File: config.mk
export PLATFORM = sky130hd
export DESIGN_NAME = pid_controller_antiwindup_unit
export DESIGN_NICKNAME = d
export VERILOG_FILES = /design/src/rtl/pidaw_pkg.sv /design/src/rtl/pid_controller_antiwindup_unit.sv
export SDC_FILE = /design/constraint.sdc
export NUM_CORES = 2
export LEC_CHECK = 0
export BUFFER_PORTS_ARGS = -buffer_cell sky130_fd_sc_hd__clkbuf_2
export CAP_MARGIN = 25
export CORE_MARGIN = 3
export CORE_UTILIZATION = 65
export CTS_CLUSTER_SIZE = 10
export DETAILED_ROUTE_END_ITERATION = 10
export GPL_TIMING_DRIVEN = 0
export PLACE_DENSITY = 0.85
export REMOVE_ABC_BUFFERS = 1
export SLEW_MARGIN = 10
export SYNTH_ARGS = -nofsm -noshare
export SYNTH_HDL_FRONTEND = slang
export SYNTH_SLANG_ARGS = --single-unit
File: constraint.sdc
create_clock -name clk -period 9.1 [get_ports clk]
set_input_delay 0.455 -clock clk [delete_from_list [all_inputs] [get_ports clk]]
set_output_delay 0.455 -clock clk [all_outputs]
set_load 0.02 [all_outputs]
File: src/rtl/pidaw_pkg.sv
// pidaw_pkg: shared types and constants for the pid controller with integral clamp
// request payload structs, register index codes and reset values
// no dependencies
package pidaw_pkg;

	localparam int SampleW     = 16;  // error sample width, signed q8.8
	localparam int CoefW       = 16;  // gain and limit width, signed q8.8
	localparam int SqW         = 31;  // squared error width, unsigned q15.16
	localparam int DriveW      = 16;  // drive width, signed q8.8
	localparam int CfgIdxW     = 3;
	localparam int SumWDefault = 32;

	localparam logic signed [CoefW-1:0] LimitLowReset  = -16'sd256;
	localparam logic signed [CoefW-1:0] LimitHighReset = 16'sd256;

	typedef enum logic [CfgIdxW-1:0] {
		REG_GAIN_P     = 3'd0,
		REG_GAIN_I     = 3'd1,
		REG_GAIN_D     = 3'd2,
		REG_LIMIT_LOW  = 3'd3,
		REG_LIMIT_HIGH = 3'd4
	} pidaw_reg_t;

	typedef struct packed {
		logic signed [SampleW-1:0] error_sample;
		logic                      restart;
	} pidaw_in_t;

	typedef struct packed {
		logic signed [DriveW-1:0] drive;
		logic        [SqW-1:0]    squared_error;
		logic                     clamped;
	} pidaw_out_t;

endpackage

File: src/rtl/pid_controller_antiwindup_unit.sv
// pid_controller_antiwindup_unit: fixed-point pid controller with integral clamp
// five-stage pipeline, one request per cycle unless the result channel stalls it; depends on pidaw_pkg
//
//  channel   ports                               direction  payload
//  sample    sample_valid, sample_stall, sample  in         pidaw_in_t (error_sample, restart)
//  result    result_valid, result_stall, result  out        pidaw_out_t (drive, squared_error,
//                                                           clamped)
//  config    cfg_we, cfg_index, cfg_data         in         16-bit register write
//
// one request enters per cycle while sample_stall is low; its result leaves from stage 5
// the running sum and previous sample are updated at the accept edge, so the
// next request sees them at once; the remaining stages are a plain pipeline
// each stage holds its contents under a result stall and accepts into empty
// slots, so bubbles close up and requests still enter while a result waits
// reset clears valid bits, history and registers (limits to -1.0 / +1.0)
module pid_controller_antiwindup_unit
	import pidaw_pkg::*;
#(
	parameter int SUM_WIDTH = SumWDefault
) (
	input  logic                 clk,
	input  logic                 arst_n,
	// sample channel
	input  logic                 sample_valid,
	output logic                 sample_stall,
	input  pidaw_in_t            sample,
	// result channel
	output logic                 result_valid,
	input  logic                 result_stall,
	output pidaw_out_t           result,
	// configuration writes
	input  logic                 cfg_we,
	input  logic [CfgIdxW-1:0]   cfg_index,
	input  logic [CoefW-1:0]     cfg_data
);

	// widths of the datapath
	localparam int SW  = SampleW;
	localparam int DW  = SW + 1;                      // sample difference
	localparam int BW  = 34;                          // sum bounded to +-2^32
	localparam int SXW = (SUM_WIDTH > BW) ? SUM_WIDTH : BW;
	localparam int PW  = SW + CoefW;                  // p term
	localparam int IW  = BW + CoefW;                  // raw i term
	localparam int DTW = DW + CoefW;                  // d term
	localparam int LW  = CoefW + 8;                   // limit in q.16
	localparam int MW1 = (PW > DTW) ? PW : DTW;
	localparam int MW  = (MW1 > LW) ? MW1 : LW;
	localparam int TW  = MW + 2;                      // sum of three terms
	localparam int QW  = LW + 1 - 8;                  // rounded q9.8 value
	localparam int NW  = QW + 1;                      // negated value

	localparam longint SBoundL = 64'sd4294967296;
	localparam logic signed [SXW-1:0] SBoundHi = SXW'(SBoundL);
	localparam logic signed [SXW-1:0] SBoundLo = SXW'(-SBoundL);
	localparam logic signed [SUM_WIDTH-1:0] SumMax = {1'b0, {(SUM_WIDTH-1){1'b1}}};
	localparam logic signed [SUM_WIDTH-1:0] SumMin = {1'b1, {(SUM_WIDTH-1){1'b0}}};
	localparam logic signed [NW-1:0] DriveMax = NW'(32767);
	localparam logic signed [NW-1:0] DriveMin = -NW'(32768);

	// configuration registers
	logic signed [CoefW-1:0] gain_p_q, gain_i_q, gain_d_q, limit_low_q, limit_high_q;

	always_ff @(posedge clk or negedge arst_n) begin
		if (!arst_n) begin
			gain_p_q     <= '0;
			gain_i_q     <= '0;
			gain_d_q     <= '0;
			limit_low_q  <= LimitLowReset;
			limit_high_q <= LimitHighReset;
		end else if (cfg_we) begin
			unique case (pidaw_reg_t'(cfg_index))
				REG_GAIN_P:     gain_p_q     <= cfg_data;
				REG_GAIN_I:     gain_i_q     <= cfg_data;
				REG_GAIN_D:     gain_d_q     <= cfg_data;
				REG_LIMIT_LOW:  limit_low_q  <= cfg_data;
				REG_LIMIT_HIGH: limit_high_q <= cfg_data;
				default:        ;  // unused indexes are ignored
			endcase
		end
	end

	// limits in q.16, shared by both clamps
	logic signed [LW-1:0] lim_lo, lim_hi;
	assign lim_lo = {limit_low_q, 8'h00};
	assign lim_hi = {limit_high_q, 8'h00};

	// stage valid bits and the ready chain; a stage loads when empty or draining
	logic vld_s1, vld_s2, vld_s3, vld_s4, vld_s5;
	logic rdy_s1, rdy_s2, rdy_s3, rdy_s4, rdy_s5;
	logic accept;

	assign rdy_s5       = !vld_s5 || !result_stall;
	assign rdy_s4       = !vld_s4 || rdy_s5;
	assign rdy_s3       = !vld_s3 || rdy_s4;
	assign rdy_s2       = !vld_s2 || rdy_s3;
	assign rdy_s1       = !vld_s1 || rdy_s2;
	assign sample_stall = !rdy_s1;
	assign accept       = sample_valid && rdy_s1;

	always_ff @(posedge clk or negedge arst_n) begin
		if (!arst_n) begin
			vld_s1 <= 1'b0;
			vld_s2 <= 1'b0;
			vld_s3 <= 1'b0;
			vld_s4 <= 1'b0;
			vld_s5 <= 1'b0;
		end else begin
			if (rdy_s1) vld_s1 <= sample_valid;
			if (rdy_s2) vld_s2 <= vld_s1;
			if (rdy_s3) vld_s3 <= vld_s2;
			if (rdy_s4) vld_s4 <= vld_s3;
			if (rdy_s5) vld_s5 <= vld_s4;
		end
	end

	// history: running sum and previous sample, updated at the accept edge
	logic signed [SUM_WIDTH-1:0] sum_q;
	logic signed [SW-1:0]        prev_q;
	logic signed [SUM_WIDTH-1:0] sum_eff, sum_next;
	logic signed [SW-1:0]        prev_eff;
	logic signed [SUM_WIDTH:0]   sum_wide;
	logic signed [DW-1:0]        diff;

	// restart zeroes the history before this sample is used
	assign sum_eff  = sample.restart ? '0 : sum_q;
	assign prev_eff = sample.restart ? '0 : prev_q;
	assign sum_wide = (SUM_WIDTH+1)'(sum_eff) + (SUM_WIDTH+1)'(sample.error_sample);

	// saturate instead of wrapping when the top two bits disagree
	always_comb begin
		if (sum_wide[SUM_WIDTH] != sum_wide[SUM_WIDTH-1]) begin
			sum_next = sum_wide[SUM_WIDTH] ? SumMin : SumMax;
		end else begin
			sum_next = sum_wide[SUM_WIDTH-1:0];
		end
	end

	assign diff = DW'(sample.error_sample) - DW'(prev_eff);

	always_ff @(posedge clk or negedge arst_n) begin
		if (!arst_n) begin
			sum_q  <= '0;
			prev_q <= '0;
		end else if (accept) begin
			sum_q  <= sum_next;
			prev_q <= sample.error_sample;
		end
	end

	// stage 1: sample, difference and updated sum
	logic signed [SW-1:0]        e_s1;
	logic signed [DW-1:0]        d_s1;
	logic signed [SUM_WIDTH-1:0] sum_s1;

	always_ff @(posedge clk) begin
		if (rdy_s1) begin
			e_s1   <= sample.error_sample;
			d_s1   <= diff;
			sum_s1 <= sum_next;
		end
	end

	// stage 2: sum bounded to +-2^32, which keeps every clamp decision intact
	logic signed [SXW-1:0] sum_x;
	logic signed [BW-1:0]  s_bnd;
	logic signed [SW-1:0]  e_s2;
	logic signed [DW-1:0]  d_s2;
	logic signed [BW-1:0]  s_s2;

	assign sum_x = SXW'(sum_s1);

	always_comb begin
		if (sum_x > SBoundHi) begin
			s_bnd = BW'(SBoundHi);
		end else if (sum_x < SBoundLo) begin
			s_bnd = BW'(SBoundLo);
		end else begin
			s_bnd = BW'(sum_x);
		end
	end

	always_ff @(posedge clk) begin
		if (rdy_s2) begin
			e_s2 <= e_s1;
			d_s2 <= d_s1;
			s_s2 <= s_bnd;
		end
	end

	// stage 3: the four products in parallel
	logic signed [PW-1:0]   pt_s3;
	logic signed [IW-1:0]   it_s3;
	logic signed [DTW-1:0]  dt_s3;
	logic signed [2*SW-1:0] sq_s3;
	logic signed [PW-1:0]   pt_mul;
	logic signed [IW-1:0]   it_mul;
	logic signed [DTW-1:0]  dt_mul;
	logic signed [2*SW-1:0] sq_mul;

	assign pt_mul = PW'(e_s2) * PW'(gain_p_q);
	assign it_mul = IW'(s_s2) * IW'(gain_i_q);
	assign dt_mul = DTW'(d_s2) * DTW'(gain_d_q);
	assign sq_mul = (2*SW)'(e_s2) * (2*SW)'(e_s2);

	always_ff @(posedge clk) begin
		if (rdy_s3) begin
			pt_s3 <= pt_mul;
			it_s3 <= it_mul;
			dt_s3 <= dt_mul;
			sq_s3 <= sq_mul;
		end
	end

	// stage 4: clamp the i term (high first), add the three terms, saturate the square
	logic signed [LW-1:0] it_c;
	logic signed [TW-1:0] total;
	logic        [SqW-1:0] sq_sat;
	logic signed [TW-1:0] total_s4;
	logic        [SqW-1:0] sq_s4;

	always_comb begin
		if (it_s3 > IW'(lim_hi)) begin
			it_c = lim_hi;
		end else if (it_s3 < IW'(lim_lo)) begin
			it_c = lim_lo;
		end else begin
			it_c = LW'(it_s3);
		end
	end

	assign total  = TW'(pt_s3) + TW'(it_c) + TW'(dt_s3);
	// square is never negative; saturate anything above the field
	assign sq_sat = (|sq_s3[2*SW-1:SqW]) ? '1 : sq_s3[SqW-1:0];

	always_ff @(posedge clk) begin
		if (rdy_s4) begin
			total_s4 <= total;
			sq_s4    <= sq_sat;
		end
	end

	// stage 5: output clamp, round half up to q8.8, negate with saturation
	logic signed [LW-1:0] tot_c;
	logic                 hit;
	logic signed [LW:0]   rnd;
	logic signed [QW-1:0] q_val;
	logic signed [NW-1:0] neg;
	logic signed [DriveW-1:0] drv;
	pidaw_out_t           out_s5;

	// a value equal to a limit is not flagged
	always_comb begin
		if (total_s4 > TW'(lim_hi)) begin
			tot_c = lim_hi;
			hit   = 1'b1;
		end else if (total_s4 < TW'(lim_lo)) begin
			tot_c = lim_lo;
			hit   = 1'b1;
		end else begin
			tot_c = LW'(total_s4);
			hit   = 1'b0;
		end
	end

	assign rnd   = (LW+1)'(tot_c) + (LW+1)'(128);
	assign q_val = QW'(rnd >>> 8);
	assign neg   = -NW'(q_val);

	always_comb begin
		if (neg > DriveMax) begin
			drv = DriveW'(DriveMax);
		end else if (neg < DriveMin) begin
			drv = DriveW'(DriveMin);
		end else begin
			drv = DriveW'(neg);
		end
	end

	always_ff @(posedge clk) begin
		if (rdy_s5) begin
			out_s5.drive         <= drv;
			out_s5.squared_error <= sq_s4;
			out_s5.clamped       <= hit;
		end
	end

	assign result_valid = vld_s5;
	assign result       = out_s5;

endmodule
==> impl_results.md <==
- Outcome: finished, final reports clean
- Starting Density: 0.6576
- Total CTS buffers: between 60 and 70
- Core Rows: between 100 and 150
- Antenna viol nets, final: 0
- Netlist Area Pre-Place: 0.07297 sq mm
- CP max stage delay: a little over 0.7 ns
- Chip width: roughly 340 microns
- Setup crit end kind: flop
- Vias in the first global route: 56432
- Fin. max-slew vios: 0
- Slowest CP cell: o21a_2
- Max cap viols: 0
- RSZ-0062 raised after global routing: false
- Layout cells sized above 1: 0.06484
- Die H: about 340 microns
- Routability cong.: between 0.9 and 1
- Drt first pass iters: 6
- Fmax: around 110 MHz
- IO Count: a little over 90
- Clock Latency Late Sink: about 0.65 ns
- Routed vias/inst: 5.924
- Most frequent cells in the layout: inv_1 (1488), fa_1 (1324), nand2_1 (851)
- Worst setup SP type: flop
- Dpl cell area: about 0.075 sq mm
- Nets: slightly above 9000
- Crit path max fanout: 38
- Placed insts: 8534
- Synth-to-Final Area Change: 6.478%
- Total gr overflow: 0
- Crit path DAT: ~9 ns
- Rel. slew slack: 0.3003
- Clk root buf: clkbuf_16
- Initial antenna violation count: 11
- Min Tclk post-route: between 8 and 9 ns
- Syn Area/Cell: approximately 10 sq um
- Top FF cell, synth: edfxtp_1
- Layout Cells excl Fill: roughly 8700
- Final setup viols: 0
- Postcts setup bufs: 0
- Clock buffer depth: 3
- Sequential-to-total area share from yosys stat: 0.2058
- Setup Skew: 0.03228 ns
- Pin count of the biggest net entering global routing: between 60 and 70
- EDFF count, synth: 389
- Period utilization: 0.9584
- CP required: 9.56 ns
- HPWL Detailed: between 100000 and 150000 microns
- Fill cells: approximately 7600
- Measured slew at the worst slew-check pin: 1.023 ns
- GRT Overall Usage: 0.3134
- Top-area cell type share of the netlist area: 0.3632
- CTS H-tree lvls: 3
- CORE AREA: about 0.11 sq mm
- Via Count: 51347
- Final instance area: 0.07770 sq mm
- Port Buffer Count: 90
- Ys Warns: 0
- Yosys cell types: 95
- DIE AREA: approximately 0.12 sq mm
- First-pass GRT wire length: slightly below 300000 microns
- Register bit total from synthesis: 522
- DRC: 0
- Hold WC Path Type: input port to flop
- Sink Count: ~520
- Synth Instances: 7150
- Final Hold Fails: 0
- DR WL/cell: 20.27 microns
- TritonCTS clock tree: yes
- Async set or reset register ratio after synthesis: 0.2548
- WS Path Type: flop to flop
- Cell taking the most area after synthesis: fa_1
- WL final: around 180000 microns
- Commonest non-fill, non-tap cell in the layout: inv_1
- Clock-pin transition on the worst setup and hold timing paths: roughly 0.060 ns
- Initial DRC count: roughly 4400
- Post-CTS sizing: 0
- Synth top area cells: fa_1 (36%), edfxtp_1 (16%), ha_1 (10%)
## path summary, 6_finish.rpt
check / from / end / slack, ns / cells past startpoint
worst min register to register: sum_s1[26] / s_s2[26] / 0.41 / 0
worst max register to register: limit_low_q[15] / total_s4[33] / 0.38 / 26
worst max-delay path: limit_low_q[15] / total_s4[33] / 0.38 / 26
max in group asynchronous: arst_n / vld_s2 / 7.85 / 3
min in group asynchronous: arst_n / gain_i_q[0] / 0.42 / 2
worst min-delay path: sample_valid / vld_s1 / 0.05 / 2
## Yosys cell counts (all sizes together) (10+ instances only)
| cell | instances |
|---|---|
| inv | 1492 |
| fa | 1324 |
| nand2 | 854 |
| ha | 586 |
| and2 | 408 |
| edfxtp | 389 |
| clkbuf | 227 |
| a21oi | 206 |
| xnor2 | 184 |
| nor2 | 177 |
| o21ai | 143 |
| dfrtp | 124 |
| mux2 | 110 |
| nand2b | 105 |
| a21o | 102 |
| nor2b | 69 |
| xor2 | 65 |
| nand3 | 62 |
| nor3 | 58 |
| or2 | 47 |
| mux2i | 42 |
| nand4 | 38 |
| a31oi | 30 |
| o21a | 27 |
| and3 | 26 |
| o21bai | 25 |
| a211oi | 23 |
| or3 | 17 |
| buf | 15 |
| a21boi | 13 |
| nor3b | 12 |
| o211ai | 12 |
| o31ai | 10 |
## cell type report
type	instances	area [sq um]	share of cell area
antenna	8	20.02	0.0002577
multi-input combinational	4893	51510	0.6629
sequential	522	15030	0.1934
inverter	1493	5607	0.07216
timing repair buffer	143	1459	0.01878
clock buffer	98	1959	0.02522
clock inverter	22	255.2	0.003285
tap	1488	1862	0.02396
## metrics by stage
stage | hold slack (ns) | setup TNS [ns] | setup slack, ns | util
2_1_floorplan | 0.1594 | 0 | 0.7461 | -
3_3_place_gp | 0.4012 | -25.42 | -2.226 | 0.6698
3_5_place_dp | 0.4045 | 0 | 0.5848 | 0.6792
4_1_cts | 0.03291 | 0 | 0.5090 | 0.6992
5_1_grt | 0.06843 | 0 | 0.06878 | 0.7000
6_report | 0.04503 | 0 | 0.3790 | 0.7001
## layer usage
layer | part of all wire | GRT usage | vias to the layer above | wire, microns
met3 | 0.10 | 0.06268 | 602 | 17900
met2 | 0.48 | 0.5125 | 2537 | 84810
li1 | - | - | 22225 | -
met1 | 0.37 | 0.4124 | 25977 | 65080
met4 | 0.045 | 0.1308 | 6 | 7829
met5 | 0.00021 | 0 | - | 37
## timing repair
item / in CTS / in global routing
hold buffers: 1 / 0
hold endpoints to repair: 58 / 0
endpoints found under the setup margin: 0 / 0
## worst max-delay path: cells and delay by family, from the launching register on
kind | cells | cell delay (ns)
buffers and inverters | 1 | 0.59
and+or+nand+nor | 6 | 1.51
muxes | 2 | 0.73
adders and majority gates | 3 | 1.13
DFF | 1 | 0.38
AOI/OAI and AO/OA | 14 | 4.11
## flip-flops by register name (all words and copies together), names as in the netlist, 31 cells and up
name	cells
sq_s4	31
s_s2	32
pt_s3	32
result	48
sum_s1	32
sq_s3	31
dt_s3	33
total_s4	34
it_s3	50
sum_q	32
## logic make-up after synthesis
logic type               synth area share
AO/OA/AOI/OAI                     0.06018
XOR/XNOR                          0.02989
adder cells (fa/ha/maj)            0.4637
buffers and inverters             0.08981
flip-flops                         0.2058
multiplexers                      0.02284
AND/OR/NAND/NOR                    0.1277
Power is not shown: default switching activity piles up to over one toggle a cycle in this logic, so the estimate is an artifact.
